[src/hdl/prpd_pkg.sv]
// Shared types and constants for the palette RLE pixel decoder.
// No dependencies; imported by every module of the decoder.
package prpd_pkg;

  localparam int PALETTE_ENTRIES = 256;
  localparam int PAL_AW          = $clog2(PALETTE_ENTRIES);
  localparam int CFG_AW          = 4;
  localparam int CFG_DW          = 32;
  localparam int SPAN_W          = 9;
  localparam int PIX_W           = 32;

  typedef enum logic {
    MODE_PAL  = 1'b0,
    MODE_DATA = 1'b1
  } mode_e;

  typedef enum logic [1:0] {
    REG_WIDTH  = 2'd0,
    REG_HEIGHT = 2'd1,
    REG_MARKER = 2'd2,
    REG_RAW    = 2'd3
  } reg_e;

  typedef struct packed {
    logic [15:0] width;
    logic [15:0] height;
    logic [7:0]  marker;
    logic        raw;
  } cfg_t;

  typedef struct packed {
    logic              clear;
    logic [SPAN_W-1:0] count;
  } span_req_t;

  localparam logic [7:0] ALPHA_OPAQUE = 8'hff;

endpackage

[src/hdl/prpd_span.sv]
// Span stage: clips spans to the frame, tracks frame position, holds the result beat.
// Depends on prpd_pkg; colour comes from prpd_palette's registered read.
module prpd_span
  import prpd_pkg::*;
(
  input  logic             clk_i,
  input  logic             rst_ni,
  input  logic             load_i,
  input  span_req_t        req_i,
  input  logic [23:0]      rgb_i,
  input  logic [PIX_W-1:0] total_i,
  input  logic             restart_i,
  output logic             can_load_o,
  output logic             out_valid_o,
  input  logic             out_stall_i,
  output logic [7:0]       red_o,
  output logic [7:0]       green_o,
  output logic [7:0]       blue_o,
  output logic [7:0]       alpha_o,
  output logic [SPAN_W-1:0] span_length_o,
  output logic             frame_end_o
);

  logic              s1_valid_q, s1_valid_d;
  span_req_t         s1_req_q;
  logic              out_valid_q, out_valid_d;
  logic              adv;
  logic [PIX_W-1:0]  done_q, done_d;
  logic [PIX_W-1:0]  left;
  logic [SPAN_W-1:0] len;
  logic              last;
  logic [7:0]        red_q, green_q, blue_q, alpha_q;
  logic [SPAN_W-1:0] len_q;
  logic              end_q;

  assign adv        = !out_valid_q || !out_stall_i;
  assign can_load_o = !s1_valid_q || adv;

  always_comb begin
    left = (done_q < total_i) ? (total_i - done_q) : PIX_W'(1);
    len  = ({{(PIX_W-SPAN_W){1'b0}}, s1_req_q.count} < left) ? s1_req_q.count
                                                               : left[SPAN_W-1:0];
    last = ({{(PIX_W-SPAN_W){1'b0}}, len} == left);
  end

  always_comb begin
    s1_valid_d  = load_i ? 1'b1 : (adv ? 1'b0 : s1_valid_q);
    out_valid_d = adv ? s1_valid_q : out_valid_q;
    done_d      = done_q;
    if (restart_i) begin
      done_d = '0;
    end else if (s1_valid_q && adv) begin
      done_d = last ? '0 : done_q + {{(PIX_W-SPAN_W){1'b0}}, len};
    end
  end

  always_ff @(posedge clk_i or negedge rst_ni) begin
    if (!rst_ni) begin
      s1_valid_q  <= 1'b0;
      out_valid_q <= 1'b0;
      done_q      <= '0;
    end else begin
      s1_valid_q  <= s1_valid_d;
      out_valid_q <= out_valid_d;
      done_q      <= done_d;
    end
  end

  always_ff @(posedge clk_i) begin
    if (load_i) begin
      s1_req_q <= req_i;
    end
    if (s1_valid_q && adv) begin
      red_q   <= s1_req_q.clear ? 8'd0 : rgb_i[23:16];
      green_q <= s1_req_q.clear ? 8'd0 : rgb_i[15:8];
      blue_q  <= s1_req_q.clear ? 8'd0 : rgb_i[7:0];
      alpha_q <= s1_req_q.clear ? 8'd0 : ALPHA_OPAQUE;
      len_q   <= len;
      end_q   <= last;
    end
  end

  assign out_valid_o   = out_valid_q;
  assign red_o         = red_q;
  assign green_o       = green_q;
  assign blue_o        = blue_q;
  assign alpha_o       = alpha_q;
  assign span_length_o = len_q;
  assign frame_end_o   = end_q;

endmodule

[config.mk]
export PLATFORM = sky130hd
export DESIGN_NAME = prpd_span
export DESIGN_NICKNAME = d
export VERILOG_FILES = /design/src/hdl/prpd_pkg.sv /design/src/hdl/prpd_span.sv
export SDC_FILE = /design/constraint.sdc
export NUM_CORES = 1
export LEC_CHECK = 0
export BUFFER_PORTS_ARGS = -buffer_cell sky130_fd_sc_hd__buf_2
export CORE_MARGIN = 10
export CORE_UTILIZATION = 50
export DETAILED_ROUTE_END_ITERATION = 7
export HOLD_SLACK_MARGIN = 0.02
export PLACE_DENSITY_LB_ADDON = 0.08
export SYNTH_ARGS = -nofsm -noshare
export SYNTH_HDL_FRONTEND = slang
export SYNTH_SLANG_ARGS = --single-unit
[constraint.sdc]
create_clock -name clk_i -period 9.7 [get_ports clk_i]
set_input_delay 0.97 -clock clk_i [delete_from_list [all_inputs] [get_ports clk_i]]
set_output_delay 0.97 -clock clk_i [all_outputs]
set_load 0.005 [all_outputs]
# Word-level counts from Yosys, hierarchy flattened
# Index checks and enable logic that the tools add are counted.
[classes]
add_sub_neg = 2
n_lt_le_gt_ge = 2
n_eq_ne = 1
muxes = 8
reduce_logical = 8
[op_table]
columns = ["operator", "count"]
rows = [
  ["$mux 32", 4],
  ["$add 32x9->32", 1],
  ["$eq 9x32->1", 1],
  ["$lt 32x32->1", 1],
  ["$lt 9x32->1", 1],
  ["$sub 32x32->32", 1],
  ["$mux 9", 1],
  ["$mux 8", 1],
  ["$reduce_bool 2->1", 2],
  ["$logic_not 1->1", 3],
  ["$logic_or 1x1->1", 2],
  ["$mux 1", 2],
  ["$logic_and 1x1->1", 1],
]
[word_totals]
register_bits = 86
input_bits = 71
output_inout_bits = 44
word_cells = 32

# Depth between registers and ports, before layout
# Gate-level depths: netlist of the first run.
[logic_depth]
word_depth = 8
ltp_mapped = 33
depth_no_buf = 32

# Worst setup path after synthesis of the first run
# No wires, ideal clock.
[synth_timing]
path_kind = "input to register"
from = "input total_i[0]"
to = "register done_q[22]"
setup_ps = 129
arrival_time_ps = 6402
required_time_ps = 9571
path_slack_ps = 3169
path_stages = 32
n_path_buf = 1
cell_sequence = "inv_1 > ha_1 > inv_1 > fa_1 > nand3_1 > a21oi_1 > o21ai_0 > nand4_1 > and2_1 > buf_2 > nand2_1 > ha_1 > a21o_1 > a21o_1 > a21o_1 > a21oi_1 > o21a_1 > a21oi_1 > nand2_4 > a21boi_1 > ha_1 > fa_1 > nand3_1 > nand2_1 > a31oi_1 > o21ai_0 > a21oi_1 > nor4_1 > a311oi_1 > a22oi_1 > a21boi_0 > o41ai_1"
[synth_between]
elab_chain_cells = 8
word_cells_on_any_way = 10
classes_between = "add/sub (2); order compare (2); eq/ne (1); mux (5)"
[synth_rtl]
columns = ["element", "line", "rtl"]
rows = [
  ["start, declared", "prpd_span.sv:11", "input logic [PIX_W-1:0] total_i,"],
  ["$sub 32x32->32 or $lt 32x32->1 (tied branches)", "prpd_span.sv:40", "left = (done_q < total_i) ? (total_i - done_q) : PIX_W'(1);"],
  ["$mux 32 (*)", "prpd_span.sv:40", ""],
  ["$lt 9x32->1", "prpd_span.sv:41", "len = ({{(PIX_W-SPAN_W){1'b0}}, s1_req_q.count} < left) ? s1_req_q.count"],
  ["$mux 9 (*)", "prpd_span.sv:41", ""],
  ["named net len[0]", "prpd_span.sv:30", "logic [SPAN_W-1:0] len;"],
  ["$add 32x9->32 or $eq 9x32->1 (tied branches)", "prpd_span.sv:53, prpd_span.sv:43", ""],
  ["$mux 32 (*)", "prpd_span.sv:53", "done_d = last ? '0 : done_q + {{(PIX_W-SPAN_W){1'b0}}, len};"],
  ["$mux 32 (*)", "prpd_span.sv:52", "end else if (s1_valid_q && adv) begin"],
  ["$mux 32 (*)", "prpd_span.sv:50", "if (restart_i) begin"],
  ["end signal, assigned", "prpd_span.sv:65", "done_q <= done_d;"],
  ["end, declared", "prpd_span.sv:28", "logic [PIX_W-1:0] done_q, done_d;"],
]
# The timed path passes the listed nets; every way through them passes the cells marked *. The select of a mux whose other input is x is not followed.
# A chain may end at the register's enable or synchronous reset.

# Worst setup path after layout of the first run
[layout_timing]
from = "input total_i[25]"
to = "register done_q[24]"
# Same word-level chain as after synthesis.

==> impl_metrics.ini, run 1 <==
[timing]
clock.fmax_ghz = 0.128
relSlewSlack_pct = 42.3
tightest_slew_ps = 866
skew_ps = 8.18
timing.hold.ws_ps = 506
min_period_over_period_pct = 80.8
hold_violations = 0
finalMaxSlewViolations = 0
finalCriticalPeriod_ps = 7840
finalSetupViolations = 0
fin_setup_tns_ps = 0
rsz0062_at_grt = false

[clocking]
cts_resized = 0
path_clk_slew_ps = 60
numCtsBuffers = 9
cts_hold_buf = 0
htreeDepth = 3
clk_latency_ps = 350
cts_tree = built
clock-root-buffer = clkbuf_16
post_cts_buffers = 0
cts_sinks = 79
clockBufferDepth = 2

[synthesis]
yosys-top-cells-count = 66 x nand2_1, 62 x inv_1, 52 x ha_1
yosys.cell_types.count = 80
synth-main-ff-cell = edfxtp_1
synth_compound_area_share_pct = 21.5
synthTopCellsByArea = edfxtp_1 20%, dfrtp_1 13%, ha_1 9.6%, nand2_1 3.7%, a21oi_1 3.6%
netlist_area_mm2 = 0.00675
synth_xor_area_share_pct = 5.01
async_flop_share_pct = 43.0
synth_cells = 772
ys_warn_count = 0
synth_top_family_by_area = simple AND/OR/NAND/NOR gates
synth_top_area_cell = edfxtp_1
ys_seq_elements = 79
yosysSeqAreaShare_pct = 32.6
muxShareOfSynthArea_pct = 1.65
synthAdderAreaFrac_pct = 10.2
synth.top_cell.area_share_pct = 20.0
yosysMostFrequentCell = nand2_1
syn_nets = 897
synth-edff-count = 45
synthSimpleGateAreaFrac_pct = 22.2
synth_area_per_cell_um2 = 8.74

[floorplanning]
dieHeight_um = 136
dieArea_mm2 = 0.0185
design.core.area_mm2 = 0.0132
boundaryPins = 115
row_count = 42
chipWidth_um = 136
initial_core_util_pct = 51.0

[cells_and_area]
antenna_cells = 0
area_growth_pct = 13.0
fill_cells = 1216
multi_input_area_mm2 = 0.00409
fin_area_mm2 = 0.00762
drive_gt1_share_pct = 17.6
seqCellArea_mm2 = 0.00220
final_nets = 986
final_core_utilization_pct = 57.6

[detailed_routing]
dr_total_vias = 6355
detail_route.first_pass.iterations = 5
wl_mm = 20.4
ant_nets = 0
wl_per_cell_um = 19.6
vias_per_cell = 6.10
remaining_drc_errors = 0
drt_iter0_drc = 567

[placement]
numPortBuffers = 114
place.gp.congestion = 0.958
hpwl_mm = 16.2
dpl_cell_area_mm2 = 0.00732

[power]
powerDensity_mw_per_mm2 = 175
total_power_w = 0.00133
p_leak_nw = 3.20
vdd_drop_max_uv = 92.5

[grt]
gr-total-overflow = 0
antenna_found_initial = 0
grt_use_met3_pct = 4.50
grt_pass1_vias = 6247
grt_use_met2_pct = 35.0
use_met1_pct = 27.3
grt_pass1_wl_mm = 31.9
grt_max_degree = 47
top_usage_layer = met2
grt_use_total_pct = 21.4

[setup_path]
worstSetupEndpoint = done_q[24]$_DFFE_PN0P_
worstSetupStartpoint = total_i[25]
worstSetupPathType = primary input to flop
r2r_cells = 30
cp.arrival_ps = 8050
r2r-start = done_q[25]$_DFFE_PN0P_
cp.depth = 30
endpoint_kind = flop
worst_path_max_delay_cell = a21oi_1
slowest_delay_ps = 660
cp-start-kind = primary input
reg2reg_to = done_q[24]$_DFFE_PN0P_
cp_top_family = compound AO/OA/AOI/OAI gates
crit_path_max_fanout = 11
r2r_setup_slack_ps = 2080
critPathBufInv = 1
cp.required_ps = 9910

[job]
cap_violations = 0

[run_status]
status = finished clean

[min_path]
hold_path_class = flop to flop
## registers in the layout, indices dropped and copies added (netlist names)
register       flops
span_length_o      9
red_o              8
blue_o             8
frame_end_o        1
s1_valid_q         1
green_o            8
s1_req_q          10
out_valid_o        1
done_q            32
alpha_o            1
## worst min path at each step
stage | depth (start not counted) | endpoint | startpoint | slack [ps]
after floorplan | 1 | done_q[27]$_DFFE_PN0P_ | done_q[27]$_DFFE_PN0P_ | 460
after global placement | 1 | out_valid_o$_DFFE_PN0N_ | s1_valid_q$_DFFE_PN0P_ | 470
after detailed placement | 1 | out_valid_o$_DFFE_PN0N_ | s1_valid_q$_DFFE_PN0P_ | 500
after CTS | 1 | out_valid_o$_DFFE_PN0N_ | s1_valid_q$_DFFE_PN0P_ | 510
after global routing | 1 | out_valid_o$_DFFE_PN0N_ | s1_valid_q$_DFFE_PN0P_ | 550
final | 1 | out_valid_o$_DFFE_PN0N_ | s1_valid_q$_DFFE_PN0P_ | 510
## metal layers
layer	routed length, um	vias up
met4	616	0
met3	1270	45
met2	9680	270
met5	0	-
met1	8830	3007
li1	-	3033
## placed cells by master, fill, tap and decap left out, drive strengths merged, types with 10 or more instances in the layout
master,count
and3,10
o21ai,42
nand2,67
xnor2,28
a21o,18
inv,62
nor4,13
buf,115
nand4,24
nor3,23
dfrtp,34
mux2i,10
nand3,26
edfxtp,45
clkbuf,10
nor2b,26
a21oi,50
ha,52
nor2,50
## power breakdown
part           internal [W]  switching, W
registers          0.000395     0.0000283
clock network      0.000201      0.000145
logic              0.000226      0.000339
total              0.000822      0.000513
## layout make-up
class	instances	share of cell area, %
Clock inverter	6	0.919
Timing Repair Buffer	115	7.58
Multi-Input combinational cell	594	53.7
Clock buffer	10	3.00
Sequential cell	79	28.9
Inverter	62	3.05
Tap cell	176	2.89
## through the flow
| stage | std cells | worst slack (ps) |
|---|---|---|
| finish | 1042 | 1860 |
| global route | 1042 | 1190 |
| CTS | 1042 | 1910 |
| detailed placement | 1026 | 1600 |
| global placement | 1026 | 1780 |
| floorplan | 772 | 3170 |
## logic make-up (layout without fill, tap and decap cells)
family | after synthesis | in the layout
and+or+nand+nor | 287 | 287
AOI/OAI and AO/OA | 205 | 205
buffers and inverters | 99 | 193
DFF | 79 | 79
adders and majority gates | 54 | 54
xor gates and xnor gates | 37 | 37
muxes | 11 | 11
No activity file was read; power rests on OpenSTA's default activity.
==> inputs of run 2 (changes only) <==
ABC_AREA = 1   (was not set)
clock period = 8 ns   (was 9.7 ns; I/O delays follow)
==> impl_metrics.ini, run 2 <==
[synthesis]
yosys-top-cells-count = 269 x nand2_1, 138 x inv_1, 121 x nor2_1
synth-edff-count = 45
synth-main-ff-cell = edfxtp_1
synth_area_per_cell_um2 = 7.00
yosysMostFrequentCell = nand2_1
ys_seq_elements = 79
netlist_area_mm2 = 0.00675
yosys.cell_types.count = 37
synthTopCellsByArea = edfxtp_1 20%, nand2_1 15%, dfrtp_1 13%, ha_1 9.6%, inv_1 7.7%
syn_nets = 1090
synth_top_area_cell = edfxtp_1
synth.top_cell.area_share_pct = 20.0
synth_cells = 965
yosysSeqAreaShare_pct = 32.6
ys_warn_count = 0
async_flop_share_pct = 43.0

[detailed_routing]
drt_iter0_drc = 336
wl_mm = 18.3
wl_per_cell_um = 14.7
dr_total_vias = 6290
vias_per_cell = 5.03
remaining_drc_errors = 0
ant_nets = 0
detail_route.first_pass.iterations = 5

[placement]
hpwl_mm = 14.9
numPortBuffers = 114
place.gp.congestion = 0.993
dp_slack_ps = 351

[timing]
hold_violations = 0
skew_ps = 7.20
finalCriticalPeriod_ps = 7070
finalMaxSlewViolations = 0
clock.fmax_ghz = 0.141
layout_setup_ws_ps = 932
rsz0062_at_grt = false
finalSetupViolations = 0
fin_setup_tns_ps = 0
tightest_slew_ps = 1090
relSlewSlack_pct = 26.9
min_period_over_period_pct = 88.3

[power]
p_leak_nw = 3.83
total_power_w = 0.00129
switchingPower_w = 0.000436
clkPwrFrac_pct = 33.3
vdd_drop_max_uv = 136
p_seq_share_pct = 37.3
combPwrFrac_pct = 29.4
internal_power_w = 0.000856
powerDensity_mw_per_mm2 = 168
switching_share_pct = 33.7

[cells_and_area]
area_growth_pct = 14.2
seqCellArea_mm2 = 0.00220
regMostFlops = done_q
final_nets = 1193
mostFrequentLayoutCells = 269 x nand2_1, 138 x inv_1, 119 x nor2_1
fill_cells = 1322
largest_register_ffs = 32
drive_gt1_share_pct = 16.5
multi_input_area_mm2 = 0.00387
final_common_cell = nand2_1

[grt]
grt_max_degree = 39
grt_use_met3_pct = 4.98
gr-total-overflow = 0
grt_use_met2_pct = 31.3
use_met1_pct = 26.0
grt_pass1_wl_mm = 29.4
grt_use_total_pct = 19.9
top_usage_layer = met2
antenna_found_initial = 1
grt_pass1_vias = 5911

[setup_path]
cp-start-kind = primary input
cp.arrival_ps = 7300
slowest_delay_ps = 450
r2r_cells = 46
worstSetupPathType = primary input to flop
endpoint_kind = flop
cp.required_ps = 8230
worst_path_max_delay_cell = o21ai_0
crit_path_max_fanout = 34
crit_top_cell = nand2_1

[clocking]
htreeDepth = 3
path_clk_slew_ps = 70
clockBufferDepth = 2
cts_sinks = 79
numCtsBuffers = 9
cts_tree = built
clock-root-buffer = clkbuf_16
post_cts_buffers = 0
clk_latency_ps = 350

[floorplanning]
boundaryPins = 115
dieArea_mm2 = 0.0186
chipWidth_um = 136
design.core.area_mm2 = 0.0132
row_count = 42
dieHeight_um = 136
initial_core_util_pct = 51.0

[min_path]
worstHoldPathCells = 2
hold_path_class = flop to flop

[job]
cap_violations = 0

[run_status]
status = finished clean
-- run 2: cell count changes in the layout (fill, tap and decap cells not counted), sizes merged, moves of 18 or more --
cell   previous run  this run
nand2            67       302
inv              62       144
nor2             50       125
nand3            26        58
nor2b            26         0
xnor2            28         7
xor2              8        26
-- run 2: worst paths after layout --
path / start / end / slack [ps]
setup / recovery: total_i[7] / done_q[28]$_DFFE_PN0P_ / 930
hold / removal: done_q[13]$_DFFE_PN0P_ / done_q[13]$_DFFE_PN0P_ / 480
setup reg to reg: done_q[15]$_DFFE_PN0P_ / done_q[28]$_DFFE_PN0P_ / 990
hold reg to reg: done_q[13]$_DFFE_PN0P_ / done_q[13]$_DFFE_PN0P_ / 480
max in group asynchronous: rst_ni / done_q[17]$_DFFE_PN0P_ / 6930
min in group asynchronous: rst_ni / done_q[25]$_DFFE_PN0P_ / 550
-- run 2: layout make-up --
type / count / area share [%]
clock buffers: 9 / 2.92
diodes: 1 / 0.0324
multi-input cells: 722 / 50.1
inverters: 140 / 6.81
repair buffers: 116 / 7.59
clock inverters: 7 / 1.10
well taps: 176 / 2.85
flip-flops and latches: 79 / 28.5
-- run 2: kinds of logic (layout without fill, tap and decap cells) --
kind of cell    after synthesis  in the layout  share of synthesized area, %
flops                        79             79                          32.6
buf+inv                     164            272                          10.3
simple gates                541            541                          35.0
fa+ha+maj                    54             54                          10.2
other cells                   0              1                             0
compound gates               94             94                          7.63
xor+xnor                     33             33                          4.28
-- run 2: routing by layer --
| layer | up-vias | part of all wire (%) |
|---|---|---|
| met2 | 170 | 46 |
| met3 | 24 | 6.3 |
| met1 | 2798 | 45 |
| li1 | 3298 | - |
| met4 | 0 | 2.1 |
| met5 | - | 0 |
-- run 2: power by group through the flow --
stage          registers, W  clock network, W  logic (W)
4_1_cts            0.000482          0.000441   0.000381
6_report           0.000482          0.000431   0.000380
2_1_floorplan      0.000487                 0   0.000272
3_3_place_gp       0.000490                 0   0.000377
3_5_place_dp       0.000490                 0   0.000379
5_1_grt            0.000486          0.000459   0.000435
-- run 2: repair_timing --
| item | CTS | global route |
|---|---|---|
| endpoints found under the setup margin | 0 | 3 |
| hold buffers | 0 | 0 |
| hold endpoints to repair | 0 | 0 |
| gates resized for setup | 0 | 1 |
-- run 2: worst max-delay path: cells and delay by family --
kind | cells | cell delay (ps)
AND/OR/NAND/NOR | 35 | 4030
adder cells (fa/ha/maj) | 4 | 1140
AO/OA/AOI/OAI | 2 | 730
buffers and inverters | 6 | 580
-- run 2: stage by stage --
stage                     utilization (%)  hold slack (ps)  cell area (um2)  cells
final                                58.3              483             7710   1250
after global routing                 58.3              505             7710   1250
after CTS                            58.2              484             7710   1249
after detailed placement             55.9              475             7400   1233
after global placement               55.9              465             7400   1233
after floorplan                         -              447             6750    965
==> inputs of run 3 (changes only) <==
CORE_ASPECT_RATIO = 1.4   (was not set)
RECOVER_POWER = 50   (was not set)
==> impl_metrics.ini, run 3 (same netlist as run 2, synthesis figures left out) <==
[placement]
dpl.cell_count = 1238
numPortBuffers = 114
place.gp.congestion = 0.922
hpwl_mm = 15.3
dp_slack_ps = 402

[min_path]
hold_path_class = flop to flop

[detailed_routing]
drt_iter0_drc = 331
remaining_drc_errors = 0
wl_per_cell_um = 14.9
dr_total_vias = 6258
detail_route.first_pass.iterations = 5
ant_nets = 0
wl_mm = 18.6
vias_per_cell = 4.99

[clocking]
clockBufferDepth = 2
numCtsBuffers = 9
cts_sinks = 79
clk_latency_ps = 340
cts_hold_buf = 0
cts_resized = 0
htreeDepth = 3
post_cts_buffers = 0
cts_tree = built
path_clk_slew_ps = 70
clock-root-buffer = clkbuf_16

[timing]
relSlewSlack_pct = -33.5
rsz0062_at_grt = false
clock.fmax_ghz = 0.141
finalCriticalPeriod_ps = 7090
layout_setup_ws_ps = 910
fin_setup_tns_ps = 0
skew_ps = 16.3
finalSetupViolations = 0
min_period_over_period_pct = 88.6
timing.hold.ws_ps = 499
hold_violations = 0
finalMaxSlewViolations = 35
tightest_slew_ps = 2000

[setup_path]
crit_path_max_fanout = 34
endpoint_kind = flop
cp.arrival_ps = 7330
worst_path_max_delay_cell = o21ai_0
slowest_delay_ps = 480
cp_top_family = simple AND/OR/NAND/NOR gates
critPathBufInv = 6
cp-start-kind = primary input
worstSetupPathType = primary input to flop
crit_top_cell = nand2_1
cp.required_ps = 8240

[run_status]
violations = max-capacitance violations, max-slew violations
status = finished, violations left

[grt]
gr-total-overflow = 0
antenna_found_initial = 0
grt_use_total_pct = 19.6
grt_pass1_vias = 6089
grt_max_degree = 39
grt_pass1_wl_mm = 29.7

[cells_and_area]
final_nets = 1192
antenna_cells = 0
largest_register_ffs = 32
final_common_cell = nand2_1
regMostFlops = done_q
mostFrequentLayoutCells = 269 x nand2_1, 138 x inv_1, 119 x nor2_1
drive_gt1_share_pct = 14.4
area_growth_pct = 14.1
final_core_utilization_pct = 57.8
instances_no_fill = 1254
fill_cells = 1332

[power]
vdd_drop_max_uv = 104
p_leak_nw = 3.78
powerDensity_mw_per_mm2 = 171

[job]
cap_violations = 1

[floorplanning]
dieHeight_um = 158
row_count = 50
boundaryPins = 115
initial_core_util_pct = 50.7
chipWidth_um = 118
dieArea_mm2 = 0.0186
design.core.area_mm2 = 0.0133
run 3: changes by cell type in the layout (fill, tap and decap cells not counted), sizes merged:
cell and change:
buf -22, bufinv +1, clkinvlp -2, clkbuf +23, inv -1, diode -1
run 3: tightest hold or removal path, cell delays in order (launching register included):
cell and delay (ps):
dfrtp_1 340, nand2_1 70, nand2_1 60
run 3: path summary, 6_finish.rpt:
| kind | depth (start not counted) | slack, ps | startpoint | endpoint |
|---|---|---|---|---|
| worst max-delay path | 47 | 910 | total_i[14] | done_q[30]$_DFFE_PN0P_ |
| worst min-delay path | 2 | 500 | out_valid_o$_DFFE_PN0N_ | out_valid_o$_DFFE_PN0N_ |
| worst max register to register | 47 | 920 | done_q[15]$_DFFE_PN0P_ | done_q[30]$_DFFE_PN0P_ |
| worst min register to register | 2 | 500 | out_valid_o$_DFFE_PN0N_ | out_valid_o$_DFFE_PN0N_ |
| max in group asynchronous | 1 | 5820 | rst_ni | done_q[6]$_DFFE_PN0P_ |
| min in group asynchronous | 1 | 1020 | rst_ni | done_q[26]$_DFFE_PN0P_ |
run 3: area by class of cell:
class / count / area (um2) / area share, %
Multi-Input combinational cell: 722 / 3870 / 50.2
Sequential cell: 79 / 2200 / 28.6
Timing Repair Buffer: 115 / 552 / 7.16
Inverter: 140 / 526 / 6.82
Clock buffer: 11 / 243 / 3.15
Tap cell: 182 / 228 / 2.96
Clock inverter: 5 / 86.3 / 1.12
run 3: per-stage QoR:
step,cell area [um2],power (W)
floorplan,6750,0.000759
global route,7700,0.00140
CTS,7730,0.00133
global placement,7400,0.000869
finish,7700,0.00132
detailed placement,7400,0.000870
run 3: power by group:
group          switching (W)  leakage [nW]  internal, W  total (W)
clock network       0.000174         0.161     0.000285   0.000459
registers          0.0000189         0.905     0.000464   0.000483
logic               0.000236          2.71     0.000142   0.000377
run 3: metal layers:
layer | share of wire (%) | vias up | track usage (%) | wire, um
li1 | - | 3294 | - | -
met1 | 41 | 2789 | 22.0 | 7650
met2 | 52 | 152 | 36.1 | 9630
met3 | 5.1 | 23 | 3.80 | 950
met4 | 2.2 | 0 | 6.91 | 418
met5 | 0 | - | 0 | 0
