**src/hdl/prpd_pkg.sv**
```systemverilog
// Shared types and constants for the palette RLE pixel decoder.
// No dependencies; imported by every module of the decoder.
package prpd_pkg;

  localparam int PALETTE_ENTRIES = 256;
  localparam int PAL_AW          = $clog2(PALETTE_ENTRIES);
  localparam int CFG_AW          = 4;
  localparam int CFG_DW          = 32;
  localparam int SPAN_W          = 9;
  localparam int PIX_W           = 32;

  typedef enum logic {
    MODE_PAL  = 1'b0,
    MODE_DATA = 1'b1
  } mode_e;

  typedef enum logic [1:0] {
    REG_WIDTH  = 2'd0,
    REG_HEIGHT = 2'd1,
    REG_MARKER = 2'd2,
    REG_RAW    = 2'd3
  } reg_e;

  typedef struct packed {
    logic [15:0] width;
    logic [15:0] height;
    logic [7:0]  marker;
    logic        raw;
  } cfg_t;

  typedef struct packed {
    logic              clear;
    logic [SPAN_W-1:0] count;
  } span_req_t;

  localparam logic [7:0] ALPHA_OPAQUE = 8'hff;

endpackage

```
**src/hdl/prpd_cfg_regs.sv**
```systemverilog
// APB-style configuration registers and frame size product.
// Depends on prpd_pkg.
module prpd_cfg_regs
  import prpd_pkg::*;
(
  input  logic              clk_i,
  input  logic              rst_ni,
  input  logic              psel,
  input  logic              penable,
  input  logic              pwrite,
  input  logic [CFG_AW-1:0] paddr,
  input  logic [CFG_DW-1:0] pwdata,
  output logic [CFG_DW-1:0] prdata,
  output logic              pready,
  output cfg_t              cfg_o,
  output logic              cfg_wr_o,
  output logic [PIX_W-1:0]  total_o
);

  cfg_t             cfg_q, cfg_d;
  logic [PIX_W-1:0] total_q, total_d;
  reg_e             reg_sel;

  assign pready   = 1'b1;
  assign reg_sel  = reg_e'(paddr[3:2]);
  assign cfg_wr_o = psel & penable & pwrite;

  always_comb begin
    cfg_d = cfg_q;
    if (cfg_wr_o) begin
      unique case (reg_sel)
        REG_WIDTH:  cfg_d.width  = pwdata[15:0];
        REG_HEIGHT: cfg_d.height = pwdata[15:0];
        REG_MARKER: cfg_d.marker = pwdata[7:0];
        REG_RAW:    cfg_d.raw    = pwdata[0];
        default:    cfg_d = cfg_q;
      endcase
    end
  end

  always_comb begin
    unique case (reg_sel)
      REG_WIDTH:  prdata = {16'b0, cfg_q.width};
      REG_HEIGHT: prdata = {16'b0, cfg_q.height};
      REG_MARKER: prdata = {24'b0, cfg_q.marker};
      REG_RAW:    prdata = {31'b0, cfg_q.raw};
      default:    prdata = '0;
    endcase
  end

  // zero dimension counts as a one-pixel frame
  always_comb begin
    if (cfg_q.width == '0 || cfg_q.height == '0) begin
      total_d = PIX_W'(1);
    end else begin
      total_d = {16'b0, cfg_q.width} * {16'b0, cfg_q.height};
    end
  end

  always_ff @(posedge clk_i or negedge rst_ni) begin
    if (!rst_ni) begin
      cfg_q   <= '{width: 16'd1, height: 16'd1, marker: 8'd0, raw: 1'b0};
      total_q <= PIX_W'(1);
    end else begin
      cfg_q   <= cfg_d;
      total_q <= total_d;
    end
  end

  assign cfg_o   = cfg_q;
  assign total_o = total_q;

endmodule

```
**config.mk**
```make
export PLATFORM = sky130hd
export DESIGN_NAME = prpd_cfg_regs
export DESIGN_NICKNAME = d
export VERILOG_FILES = /design/src/hdl/prpd_pkg.sv /design/src/hdl/prpd_cfg_regs.sv
export SDC_FILE = /design/constraint.sdc
export NUM_CORES = 1
export LEC_CHECK = 0
export BUFFER_PORTS_ARGS = -buffer_cell sky130_fd_sc_hd__buf_2
export CORE_UTILIZATION = 43
export DETAILED_ROUTE_END_ITERATION = 8
export MAX_ROUTING_LAYER = met4
export PLACE_DENSITY = 0.7
export SLEW_MARGIN = 5
export SYNTH_ARGS = -nofsm -noshare
export SYNTH_HDL_FRONTEND = slang
export SYNTH_SLANG_ARGS = --single-unit
```
**constraint.sdc**
```tcl
create_clock -name clk_i -period 7.65 [get_ports clk_i]
set_clock_uncertainty 0.2 [all_clocks]
set_input_delay 0.765 -clock clk_i [delete_from_list [all_inputs] [get_ports clk_i]]
set_output_delay 0.765 -clock clk_i [all_outputs]
set_load 0.05 [all_outputs]
```
* Word level (Yosys, flattened, before mapping)
Cells that the tools add are included.
** Cells by class
- $add $sub $neg :: 0
- $mul :: 1
- Div/mod/pow operators :: 0
- Order comparisons :: 0
- Eq/ne operators :: 3
- Shift-type cells :: 0
- Muxes and demuxes :: 2
- Bitwise gates (word level) :: 2
- Reductions and logical operators :: 8
** Operators with widths (number)
- 32-bit case mux with 4 select lines :: 1
- 16-bit zero test :: 2
- 16-bit by 16-bit multiplier with 32-bit output :: 1
- 32-bit 2-to-1 mux :: 1
- 2-bit AND reduction :: 4
- 2-bit equality test (second input constant) :: 2
- 1-bit AND :: 2
- 2-bit by 1-bit equality test with 1-bit output (second input constant) :: 1
- 2-bit zero test :: 1
- 1-bit logical OR :: 1
** Word-level totals
- Bits in registers :: 73
- Latch bits :: 0
- Memory bits (writable) :: 0
- ROM bits :: 0
- Word-level logic and storage cells :: 21
- Memories :: 0

* Depth between registers and ports, before layout
Gate-level depths: netlist of run 1.
- Depth in word-level cells :: 3
- Mapped depth :: 23

* Least setup slack after synthesis of run 1
No wires, ideal clock.
- Kind :: register to register
- From :: register cfg_q (netlist bit cfg_o[10])
- To :: register total_q[31] (netlist: total_o[31])
- Library setup time :: 135 ps
- Data arrival time :: 5887 ps
- Required time :: 7315 ps
- Slack :: 1428 ps
- Cell stages (with the launch flop) :: 21
- Buffers on the path :: 2
- Cell sequence :: dfrtp_1 -> clkbuf_1 -> clkbuf_1 -> nand2_1 -> fa_1 -> fa_1 -> fa_1 -> inv_1 -> fa_1 -> fa_1 -> inv_1 -> fa_1 -> inv_1 -> ha_1 -> a21oi_1 -> o21ai_1 -> a31o_1 -> a21o_1 -> a41oi_2 -> mux2i_1 -> o311ai_1
** Between the ends
- Longest elaborated chain between the ends :: 3
** Ends and longest elaborated chain
- start, declared :: RTL line prpd_cfg_regs.sv:20 : cfg_t cfg_q, cfg_d;
- start signal, assigned :: RTL line prpd_cfg_regs.sv:62 : cfg_q <= '{width: 16'd1, height: 16'd1, marker: 8'd0, raw: 1'b0};
- start signal, assigned :: RTL line prpd_cfg_regs.sv:65 : cfg_q <= cfg_d;
- parallel branches: the longest is 2 deep, another holds 16-bit by 16-bit multiplier with 32-bit output
- 32-bit 2-to-1 mux (*) :: RTL line prpd_cfg_regs.sv:53 : if (cfg_q.width == '0 || cfg_q.height == '0) begin
- via total_d[31] :: RTL line prpd_cfg_regs.sv:21 : logic [PIX_W-1:0] total_q, total_d;
- end signal, assigned :: RTL line prpd_cfg_regs.sv:66 : total_q <= total_d;
- end, declared :: RTL line prpd_cfg_regs.sv:21
Mark *: on every way through the listed nets, which the timed path passes.
A chain may end at the register's enable or synchronous reset.

* Worst setup path in the final report of run 1
- From :: register cfg_q (netlist bit cfg_o[16])
- To :: register total_q[30] (netlist: total_o[30])
The elaborated chain is that of the path after synthesis.

==> results.md, run 1 <==
| Quantity | This run |
| --- | --- |
| Outcome | finished, final reports clean |
| Total via count after detailed routing | 8848 |
| Slew @ Worst Pin | 0.951 ns |
| Worst R2R Path Depth | 17 |
| DR pass1 iterations | 5 |
| Count of clock tree sinks | 73 |
| Number of global-route vias before repair | 9258 |
| Most frequently used flop master after synthesis | sky130_fd_sc_hd__dfrtp_1 |
| Max-slew violation count | 0 |
| Seq/Total Area, Yosys | 15.4% |
| Effective utilization at floorplan | 43.9% |
| WHS Path Cells | 1 |
| Number of top-level design ports | 148 |
| Setup crit end kind | register |
| Total of cells resized after clock tree synthesis | 0 |
| Setup slack, reg-to-reg | 1.03 ns |
| Worst R2R End | total_o[30]$_DFF_PN0_ |
| Post-CTS Setup Bufs | 0 |
| RSZ-0062 raised after global routing | no |
| Mean area per synthesized cell | 9.29 µm² |
| Class of the worst hold path | register to register |
| Kind of launch point of the worst setup path | register |
| Tcrit/Tclk final | 86.5% |
| First-pass GRT wire length | 47400 µm |
| Leading cell type in the layout, fill and taps excluded | sky130_fd_sc_hd__inv_1 |
| Source-to-sink clock delay at the later pin of the worst-skew pair | 0.36 ns |
| Final worst path period need | 6.62 ns |
| Total number of yosys warnings | 0 |
| Max-capacitance violation count | 0 |
| Synthesis-to-finish area growth | 7.74% |
| Clock root buffer | sky130_fd_sc_hd__clkbuf_16 |
| Core Rows | 60 |
| Critical setup path kind | register to register |
| Data required, critical path | 7.67 ns |
| Met2 layer usage reported by global route | 37.1% |
| Number of CTS-inserted buffers | 9 |
| Hold EP | cfg_o[0]$_DFFE_PN0P_ |
| Maximum fanout count along the critical path | 20 |
| Remaining design rule violation count | 0 |
| Count of buffers inserted at the top-level ports | 112 |
| Initial antenna violation count | 0 |
| Maximum number of pins on one net before global-route repair | 74 |
| Most frequent cells in the layout | sky130_fd_sc_hd__inv_1, sky130_fd_sc_hd__fa_1, sky130_fd_sc_hd__nand2_1, sky130_fd_sc_hd__and2_1, sky130_fd_sc_hd__buf_2 |
| Proportion of layout cells with a drive suffix above 1 | 15.2% |
| Share of async-settable or async-resettable flops after synthesis | 100% |
| Final wirelength | 28800 µm |
| RR Startpoint | cfg_o[16]$_DFFE_PN0P_ |
| Number of enable flip-flop cells after synthesis | 0 |
| Met1 capacity usage during global routing | 27.2% |
| Hold buffers post-CTS | 0 |
| Area leader, netlist | sky130_fd_sc_hd__fa_1 |
| Worst slew margin | 36.6% |
| GR met3 Demand/Resource | 3.43% |
| Clock transition at the registers of the reported paths | 0.07 ns |
| Overall die area | 0.0283 mm² |
| TritonCTS clock tree | done |
| Drt wl/cell | 17.3 µm |
| CORE AREA | 0.0270 mm² |
| Antenna diode count | 0 |
| Synth unique cells | 66 |
| Arrival time worst endpoint | 6.64 ns |
| Cell types occupying the most area after synthesis | sky130_fd_sc_hd__fa_1, sky130_fd_sc_hd__dfrtp_1, sky130_fd_sc_hd__ha_1, sky130_fd_sc_hd__inv_1, sky130_fd_sc_hd__and2_1 |
| Synthesized flop and latch total | 73 |
| GR Util All Layers | 22.1% |
| Clock Tree Buf Depth | 2 |
| Most used routing layer | met2 |
| Grt ovf | 0 |
| Overall die width | 168 µm |
| Number of failing hold endpoints at the final stage | 0 |
| Antenna Nets Post-Route | 0 |
| DIE HEIGHT | 168 µm |
| Gate count after technology mapping | 1277 |
| Count of nets after finishing | 1663 |
| Setup TNS Final | 0 ns |
| Drt first-iter violations | 606 |
| Area of the mapped netlist | 0.0119 mm² |
| Post-DR vias/cell | 5.30 |
| Top cell type's share of synthesized area | 32.7% |
| Origin of the worst min-delay path | cfg_o[0]$_DFFE_PN0P_ |
| Final setup violation count | 0 |
| Routability-driven placement congestion ratio | 0.888 |
| HPWL after DPL | 21400 µm |
| H-tree depth | 3 |
| Upper clock frequency limit | 0.151 GHz |
Yosys cell counts, types with 2 or more instances:
| cell | number |
|---|---|
| sky130_fd_sc_hd__a211oi_1 | 2 |
| sky130_fd_sc_hd__a21o_1 | 12 |
| sky130_fd_sc_hd__a21oi_1 | 24 |
| sky130_fd_sc_hd__a21oi_2 | 3 |
| sky130_fd_sc_hd__a21oi_4 | 3 |
| sky130_fd_sc_hd__a31oi_1 | 3 |
| sky130_fd_sc_hd__and2_1 | 116 |
| sky130_fd_sc_hd__and3_1 | 3 |
| sky130_fd_sc_hd__buf_2 | 12 |
| sky130_fd_sc_hd__buf_4 | 20 |
| sky130_fd_sc_hd__clkbuf_1 | 63 |
| sky130_fd_sc_hd__conb_1 | 2 |
| sky130_fd_sc_hd__dfrtp_1 | 70 |
| sky130_fd_sc_hd__dfstp_2 | 3 |
| sky130_fd_sc_hd__fa_1 | 194 |
| sky130_fd_sc_hd__ha_1 | 104 |
| sky130_fd_sc_hd__inv_1 | 231 |
| sky130_fd_sc_hd__mux2_2 | 41 |
| sky130_fd_sc_hd__mux2i_1 | 16 |
| sky130_fd_sc_hd__nand2_1 | 174 |
| sky130_fd_sc_hd__nand2b_1 | 2 |
| sky130_fd_sc_hd__nand3_1 | 5 |
| sky130_fd_sc_hd__nand3b_1 | 2 |
| sky130_fd_sc_hd__nand4_1 | 9 |
| sky130_fd_sc_hd__nor2_1 | 52 |
| sky130_fd_sc_hd__nor2b_1 | 4 |
| sky130_fd_sc_hd__nor3_1 | 8 |
| sky130_fd_sc_hd__nor3_2 | 2 |
| sky130_fd_sc_hd__nor3b_2 | 2 |
| sky130_fd_sc_hd__nor4_1 | 9 |
| sky130_fd_sc_hd__o211ai_1 | 4 |
| sky130_fd_sc_hd__o21a_1 | 3 |
| sky130_fd_sc_hd__o21ai_0 | 15 |
| sky130_fd_sc_hd__o21ai_1 | 7 |
| sky130_fd_sc_hd__o21bai_1 | 2 |
| sky130_fd_sc_hd__xnor2_1 | 13 |
| sky130_fd_sc_hd__xor2_1 | 13 |
per-stage QoR:
stage / setup WS, ns / util [%] / cells / hold WS (ns) / area (µm²)
after global routing: 0.765 / 47.3 / 1670 / 0.353 / 12800
after detailed placement: 1.16 / 46.2 / 1654 / 0.315 / 12500
after floorplan: 1.43 / - / 1292 / 0.269 / 11900
after global placement: 1.18 / 46.2 / 1654 / 0.306 / 12500
final: 1.03 / 47.3 / 1670 / 0.326 / 12800
after CTS: 1.12 / 47.3 / 1670 / 0.331 / 12800
sequential cells by signal, summed over array words and instances (netlist names):
signal   flops
cfg_o       41
total_o     32
worst max-delay path by stage:
stage                               start               endpoint  slack [ns]  cells after the start
detailed placement  cfg_o[16]$_DFFE_PN0P_  total_o[30]$_DFF_PN0_        1.16                     17
CTS                 cfg_o[16]$_DFFE_PN0P_  total_o[30]$_DFF_PN0_        1.12                     17
global placement    cfg_o[34]$_DFFE_PN0P_  total_o[30]$_DFF_PN0_        1.18                     17
floorplan           cfg_o[10]$_DFFE_PN0P_  total_o[31]$_DFF_PN0_        1.43                     20
global route        cfg_o[16]$_DFFE_PN0P_  total_o[30]$_DFF_PN0_        0.76                     17
finish              cfg_o[16]$_DFFE_PN0P_  total_o[30]$_DFF_PN0_        1.03                     17
per-layer routing:
layer / share of wire (%) / up-vias
met4: 2.8 / 0
met1: 41 / 4504
met3: 5.8 / 63
li1: - / 3968
met2: 51 / 313
met5: 0 / -
final cells by class:
type | instances | area, µm²
fillers | 2571 | 14200
multi-input cells | 892 | 8770
flip-flops and latches | 73 | 1830
inverters | 231 | 867
repair buffers | 117 | 601
well taps | 341 | 427
clock buffers | 9 | 225
clock inverters | 7 | 60.1
worst max-delay path, cell delays in order, from the launching register on:
cell,delay (ns)
sky130_fd_sc_hd__dfrtp_1,0.93
sky130_fd_sc_hd__nand2_1,0.18
sky130_fd_sc_hd__fa_1,0.58
sky130_fd_sc_hd__inv_1,0.06
sky130_fd_sc_hd__fa_1,0.49
sky130_fd_sc_hd__fa_1,0.59
sky130_fd_sc_hd__fa_1,0.47
sky130_fd_sc_hd__fa_1,0.52
sky130_fd_sc_hd__inv_1,0.07
sky130_fd_sc_hd__fa_1,0.48
sky130_fd_sc_hd__inv_1,0.04
sky130_fd_sc_hd__ha_1,0.44
sky130_fd_sc_hd__nand4_1,0.27
sky130_fd_sc_hd__nor4_2,0.44
sky130_fd_sc_hd__o211ai_1,0.27
sky130_fd_sc_hd__o21ai_1,0.21
sky130_fd_sc_hd__xnor2_1,0.16
sky130_fd_sc_hd__nor2_1,0.06
logic make-up after synthesis:
family	share of synthesized area, %
simple gates	16.4
buf+inv	11.1
fa+ha+maj	43.7
compound gates	5.92
flops	15.4
mux	5.43
xor+xnor	1.92
other cells	0.0633
Power of run 1 is left out: the tool's default activity adds up to more than one toggle a clock period on the data nets, which glitch-free logic cannot reach.
==> run 2, diff against run 1 <==
- PLACE_DENSITY: 0.7 -> 0.72
- REMOVE_ABC_BUFFERS: unset -> 1
- clock period: 7.65 -> 5.51 ns (I/O delays scaled with it)
==> run 2 against run 1 <==
The run now ends with setup timing left. Cell area rose by 16%. Sequential share of layout area fell by 1.9 points. Count of clock-buffer cells in the layout did not move. Wire length rose by 8.5%. Critical path depth rose by 4. Final cell count rose by 10%. First-iteration DRC count fell by 11%. Maximum frequency rose by 15%. Register-to-register slack got worse by 1.3 ns. Sequential cell count did not move. Hold slack got worse by 0.18 ns. Die area did not move. Critical path type unchanged. Largest cell class unchanged. Highest routed layer unchanged.
==> results.md, run 2 (same netlist as run 1, synthesis figures left out) <==
| Quantity | This run |
| --- | --- |
| Antenna diode count | 0 |
| Number of global-route vias before repair | 10100 |
| Initial antenna violation count | 1 |
| Arrival time worst endpoint | 5.76 ns |
| WP buf/inv | 6 |
| Count of clock tree sinks | 73 |
| HPWL after DPL | 24400 µm |
| Number of flip-flops in the largest register | 41 |
| Total via count after detailed routing | 9474 |
| Class of the worst hold path | input pin to async pin |
| RR Startpoint | cfg_o[13]$_DFFE_PN0P_ |
| Kind of launch point of the worst setup path | register |
| Worst Setup Slack, final | -0.227 ns |
| Synthesis-to-finish area growth | 25.2% |
| Worst slew margin | 36.1% |
| Max-capacitance violation count | 0 |
| Core Rows | 60 |
| Hold buffers post-CTS | 0 |
| Source-to-sink clock delay at the later pin of the worst-skew pair | 0.35 ns |
| Cells traversed along the worst timing path | and2_4 -> fa_1 -> inv_1 -> fa_1 -> fa_1 -> fa_1 -> inv_1 -> fa_1 -> inv_2 -> fa_1 -> inv_2 -> ha_4 -> buf_4 -> nand2_1 -> o21ai_2 -> a31o_1 -> a21o_1 -> buf_6 -> nand2_4 -> nor4_2 -> a311o_1 |
| Overall die area | 0.0283 mm² |
| Number of failing hold endpoints at the final stage | 0 |
| Outcome | complete, but fails checks |
| Number of CTS-inserted buffers | 9 |
| Setup crit end kind | register |
| Count of nets after finishing | 1832 |
| First-pass GRT wire length | 50900 µm |
| Overall die width | 168 µm |
| Final wirelength | 31300 µm |
| DR pass1 iterations | 5 |
| Effective utilization at floorplan | 43.9% |
| Post-DR vias/cell | 5.15 |
| Maximum number of pins on one net before global-route repair | 74 |
| DIE HEIGHT | 168 µm |
| Most frequent cells in the layout | sky130_fd_sc_hd__inv_1, sky130_fd_sc_hd__fa_1, sky130_fd_sc_hd__nand2_1, sky130_fd_sc_hd__buf_4, sky130_fd_sc_hd__buf_2 |
| Peak per-stage delay on the critical path | 0.53 ns |
| TritonCTS clock tree | done |
| Remaining design rule violation count | 0 |
| Violated checks | setup timing |
| Smallest hold slack | 0.150 ns |
| Proportion of layout cells with a drive suffix above 1 | 31.8% |
| Critical setup path kind | register to register |
| CP dominant cell by count | sky130_fd_sc_hd__fa_1 |
| Upper clock frequency limit | 0.174 GHz |
| Final setup violation count | 18 |
| Post-route non-filler standard cell count | 1839 |
| Drt first-iter violations | 541 |
| Final worst path period need | 5.74 ns |
| Grt ovf | 0 |
| CP Launch Point | cfg_o[13]$_DFFE_PN0P_ |
| Data required, critical path | 5.54 ns |
| Clock transition at the registers of the reported paths | 0.07 ns |
| Total placed cells including tap cells | 1796 |
| Drt wl/cell | 17.0 µm |
| GR Util All Layers | 23.6% |
| H-tree depth | 3 |
| Antenna Nets Post-Route | 0 |
| Count of buffers inserted at the top-level ports | 112 |
| Leading cell type in the layout, fill and taps excluded | sky130_fd_sc_hd__inv_1 |
| Slew @ Worst Pin | 0.958 ns |
| CORE AREA | 0.0270 mm² |
| Number of top-level design ports | 148 |
| Clock Tree Buf Depth | 2 |
| Max-slew violation count | 0 |
| Critical path's top delay family | adder cells |
| Tcrit/Tclk final | 104% |
| Clock root buffer | sky130_fd_sc_hd__clkbuf_16 |
| Routability-driven placement congestion ratio | 0.943 |
| Cell type of the slowest stage on the worst timing path | sky130_fd_sc_hd__fa_1 |
| RSZ-0062 raised after global routing | yes |
| Maximum fanout count along the critical path | 4 |
## run 2: cell types whose count changed in the layout (fill, tap and decap cells not counted), sizes merged
cell	previous run	this run
buf	117	286
clkinvlp	3	0
bufinv	0	2
clkinv	0	2
inv	235	234
## run 2: final cells by class
type | instances | area [µm²]
fill | 2327 | 12200
tap | 341 | 427
timing repair buffer | 286 | 2060
multi-input combinational | 892 | 9320
inverter | 231 | 867
clock buffer | 9 | 225
sequential | 73 | 1850
clock inverter | 7 | 100
## run 2: worst paths after layout
path	cells after the start	endpoint	slack, ns
worst max-delay path	21	total_o[23]$_DFF_PN0_	-0.23
worst min-delay path	1	total_o[6]$_DFF_PN0_	0.15
worst max register to register	21	total_o[23]$_DFF_PN0_	-0.23
worst min register to register	1	cfg_o[6]$_DFFE_PN0P_	0.34
max in group asynchronous	1	cfg_o[19]$_DFFE_PN0P_	4.27
min in group clk_i	2	cfg_o[38]$_DFFE_PN0P_	0.25
## run 2: layer usage
layer	track usage, %	up-vias	part of all wire [%]
met2	40.1	313	51
li1	-	4307	-
met5	-	-	0
met1	29.1	4787	40
met3	3.50	67	5.8
met4	7.15	0	2.4
## run 2: per-stage QoR
stage | TNS, ns | setup slack, ns | util (%) | instance area [µm²]
floorplan | -5.42 | -0.472 | - | 11500
global placement | -4.18 | -0.337 | 50.4 | 13600
detailed placement | -5.29 | -0.428 | 50.4 | 13600
CTS | -1.19 | -0.180 | 54.3 | 14700
global route | -5.32 | -0.382 | 54.9 | 14900
finish | -2.29 | -0.227 | 54.9 | 14900
## run 2: worst register-to-register path, delay by kind of cell (launching register included)
family | cells | cell delay, ns
and+or+nand+nor | 4 | 0.34
buffers and inverters | 6 | 0.51
adders and majority gates | 7 | 3.25
DFF | 1 | 0.47
AOI/OAI and AO/OA | 4 | 0.85
## run 2: timing repair
action | CTS | global route
endpoints found under the hold margin | 0 | 0
endpoints found under the setup margin | 19 | 19
buffers inserted | 23 | 3
pin swaps | 61 | 27
gates cloned | 1 | 0
resized for setup | 124 | 34
Power of run 2 is left out for the same reason.
==> run 3, diff against run 2 <==
- clock period: 5.51 -> 5 ns (I/O delays scaled with it)
==> run 3 against run 2 <==
The run still ends with setup timing left. Die area did not move. First-iteration DRC count fell by 9.8%. Setup slack got worse by 0.49 ns. Highest routed layer unchanged.
==> results.md, run 3 (same netlist as run 1, synthesis figures left out) <==
| Quantity | This run |
| --- | --- |
| Met2 layer usage reported by global route | 40.5% |
| Critical path's top delay family | adder cells |
| DR pass1 iterations | 5 |
| Filler cell count in the final layout | 2344 |
| GR Util All Layers | 24.0% |
| Cell type of the slowest stage on the worst timing path | sky130_fd_sc_hd__fa_1 |
| Routability-driven placement congestion ratio | 0.916 |
| Maximum fanout count along the critical path | 6 |
| Setup crit end kind | register |
| Clock root buffer | sky130_fd_sc_hd__clkbuf_16 |
| Setup TNS Final | -11.51 ns |
| DIE HEIGHT | 168 µm |
| Source-to-sink clock delay at the later pin of the worst-skew pair | 0.35 ns |
| Upper clock frequency limit | 0.175 GHz |
| Number of failing hold endpoints at the final stage | 0 |
| Number of CTS-inserted buffers | 9 |
| H-tree depth | 3 |
| Number of global-route vias before repair | 10000 |
| Count of clock tree sinks | 73 |
| RSZ-0062 raised after global routing | yes |
| Count of buffers inserted at the top-level ports | 112 |
| Total via count after detailed routing | 9551 |
| Violated checks | setup timing |
| Maximum number of pins on one net before global-route repair | 74 |
| Peak per-stage delay on the critical path | 0.56 ns |
| HPWL after DPL | 25300 µm |
| Met1 capacity usage during global routing | 30.1% |
| Count of nets after finishing | 1854 |
| Smallest hold slack | 0.110 ns |
| CORE AREA | 0.0270 mm² |
| Class of the worst hold path | input pin to async pin |
| Overall die width | 168 µm |
| Final wirelength | 31900 µm |
| Grt ovf | 0 |
| Total placed cells including tap cells | 1811 |
| Core Rows | 60 |
| Data required, critical path | 5.02 ns |
| Post-DR vias/cell | 5.13 |
| Post-route cell area | 0.0151 mm² |
| Area post-placement | 0.0138 mm² |
| GR met3 Demand/Resource | 3.83% |
| Drt first-iter violations | 488 |
| Max-slew violation count | 0 |
| Clock transition at the registers of the reported paths | 0.07 ns |
| Arrival time worst endpoint | 5.73 ns |
| Critical setup path kind | register to register |
| Tcrit/Tclk final | 114% |
| First-pass GRT wire length | 51500 µm |
| Number of top-level design ports | 148 |
| Hold buffers post-CTS | 0 |
| Drt wl/cell | 17.1 µm |
| Most used routing layer | met2 |
| Initial antenna violation count | 0 |
| Post-route non-filler standard cell count | 1861 |
| Overall die area | 0.0283 mm² |
| Remaining design rule violation count | 0 |
| Proportion of layout cells with a drive suffix above 1 | 34.3% |
| Kind of launch point of the worst setup path | register |
| Outcome | complete, but fails checks |
| Antenna Nets Post-Route | 0 |
| Number of flip-flops in the largest register | 41 |
| Most frequent cells in the layout | sky130_fd_sc_hd__inv_1, sky130_fd_sc_hd__fa_1, sky130_fd_sc_hd__nand2_1, sky130_fd_sc_hd__buf_4, sky130_fd_sc_hd__buf_2 |
| Final worst path period need | 5.71 ns |
| Worst slew margin | 35.2% |
| CP dominant cell by count | sky130_fd_sc_hd__fa_1 |
| Max-capacitance violation count | 0 |
| Leading cell type in the layout, fill and taps excluded | sky130_fd_sc_hd__inv_1 |
| Antenna diode count | 0 |
| TritonCTS clock tree | done |
| Worst Setup Slack, final | -0.714 ns |
| Slew @ Worst Pin | 0.972 ns |
| Synthesis-to-finish area growth | 27.0% |
| WP buf/inv | 7 |
| Effective utilization at floorplan | 43.9% |
| Clock Tree Buf Depth | 2 |
| Final setup violation count | 20 |
| Cells traversed along the worst timing path | buf_6 -> and2_4 -> fa_1 -> inv_1 -> fa_1 -> inv_2 -> fa_1 -> fa_2 -> fa_1 -> inv_2 -> fa_2 -> inv_2 -> ha_4 -> nand2_4 -> nor4_2 -> buf_4 -> buf_4 -> and2b_1 -> a221oi_4 -> nand3b_1 -> nor3b_2 |
run 3: cell types whose count changed in the layout (fill, tap and decap cells not counted), sizes merged:
cell,delta
clkbuf,+1
clkinvlp,+2
inv,-2
clkinv,+1
buf,+22
bufinv,-2
run 3: layout make-up:
cell class | instances | area, µm² | area share (%)
clock buffer | 10 | 239 | 1.59
inverter | 231 | 867 | 5.76
sequential | 73 | 1860 | 12.3
multi-input combinational | 892 | 9360 | 62.1
clock inverter | 6 | 42.5 | 0.282
tap | 341 | 427 | 2.83
timing repair buffer | 308 | 2270 | 15.1
run 3: path summary, 6_finish.rpt:
path | startpoint | endpoint | slack (ns) | cells after the start
worst min-delay path | rst_ni | total_o[7]$_DFF_PN0_ | 0.11 | 1
min in group clk_i | pwdata[13] | cfg_o[22]$_DFFE_PN0P_ | 0.19 | 2
worst min register to register | cfg_o[2]$_DFFE_PN0P_ | cfg_o[2]$_DFFE_PN0P_ | 0.33 | 1
worst max-delay path | cfg_o[13]$_DFFE_PN0P_ | total_o[28]$_DFF_PN0_ | -0.71 | 21
max in group asynchronous | rst_ni | cfg_o[18]$_DFFE_PN0P_ | 3.80 | 1
worst max register to register | cfg_o[13]$_DFFE_PN0P_ | total_o[28]$_DFF_PN0_ | -0.71 | 21
run 3: stage by stage:
| step | utilization (%) | worst slack, ns |
|---|---|---|
| after detailed placement | 51.0 | -0.928 |
| after CTS | 54.4 | -0.673 |
| after floorplan | - | -0.982 |
| final | 55.7 | -0.714 |
| after global placement | 51.0 | -0.939 |
| after global routing | 55.7 | -0.885 |
run 3: repair_timing:
action / 4_1_cts / 5_1_grt
setup endpoints to repair: 23 / 23
resized for setup: 106 / 85
setup buffers: 26 / 13
pin swaps: 60 / 66
run 3: metal layers:
| layer | vias up | routed length [µm] |
|---|---|---|
| met5 | - | 0 |
| met2 | 266 | 16300 |
| met3 | 45 | 1680 |
| met4 | 0 | 658 |
| met1 | 4891 | 13200 |
| li1 | 4349 | - |
Power of run 3 is left out for the same reason.
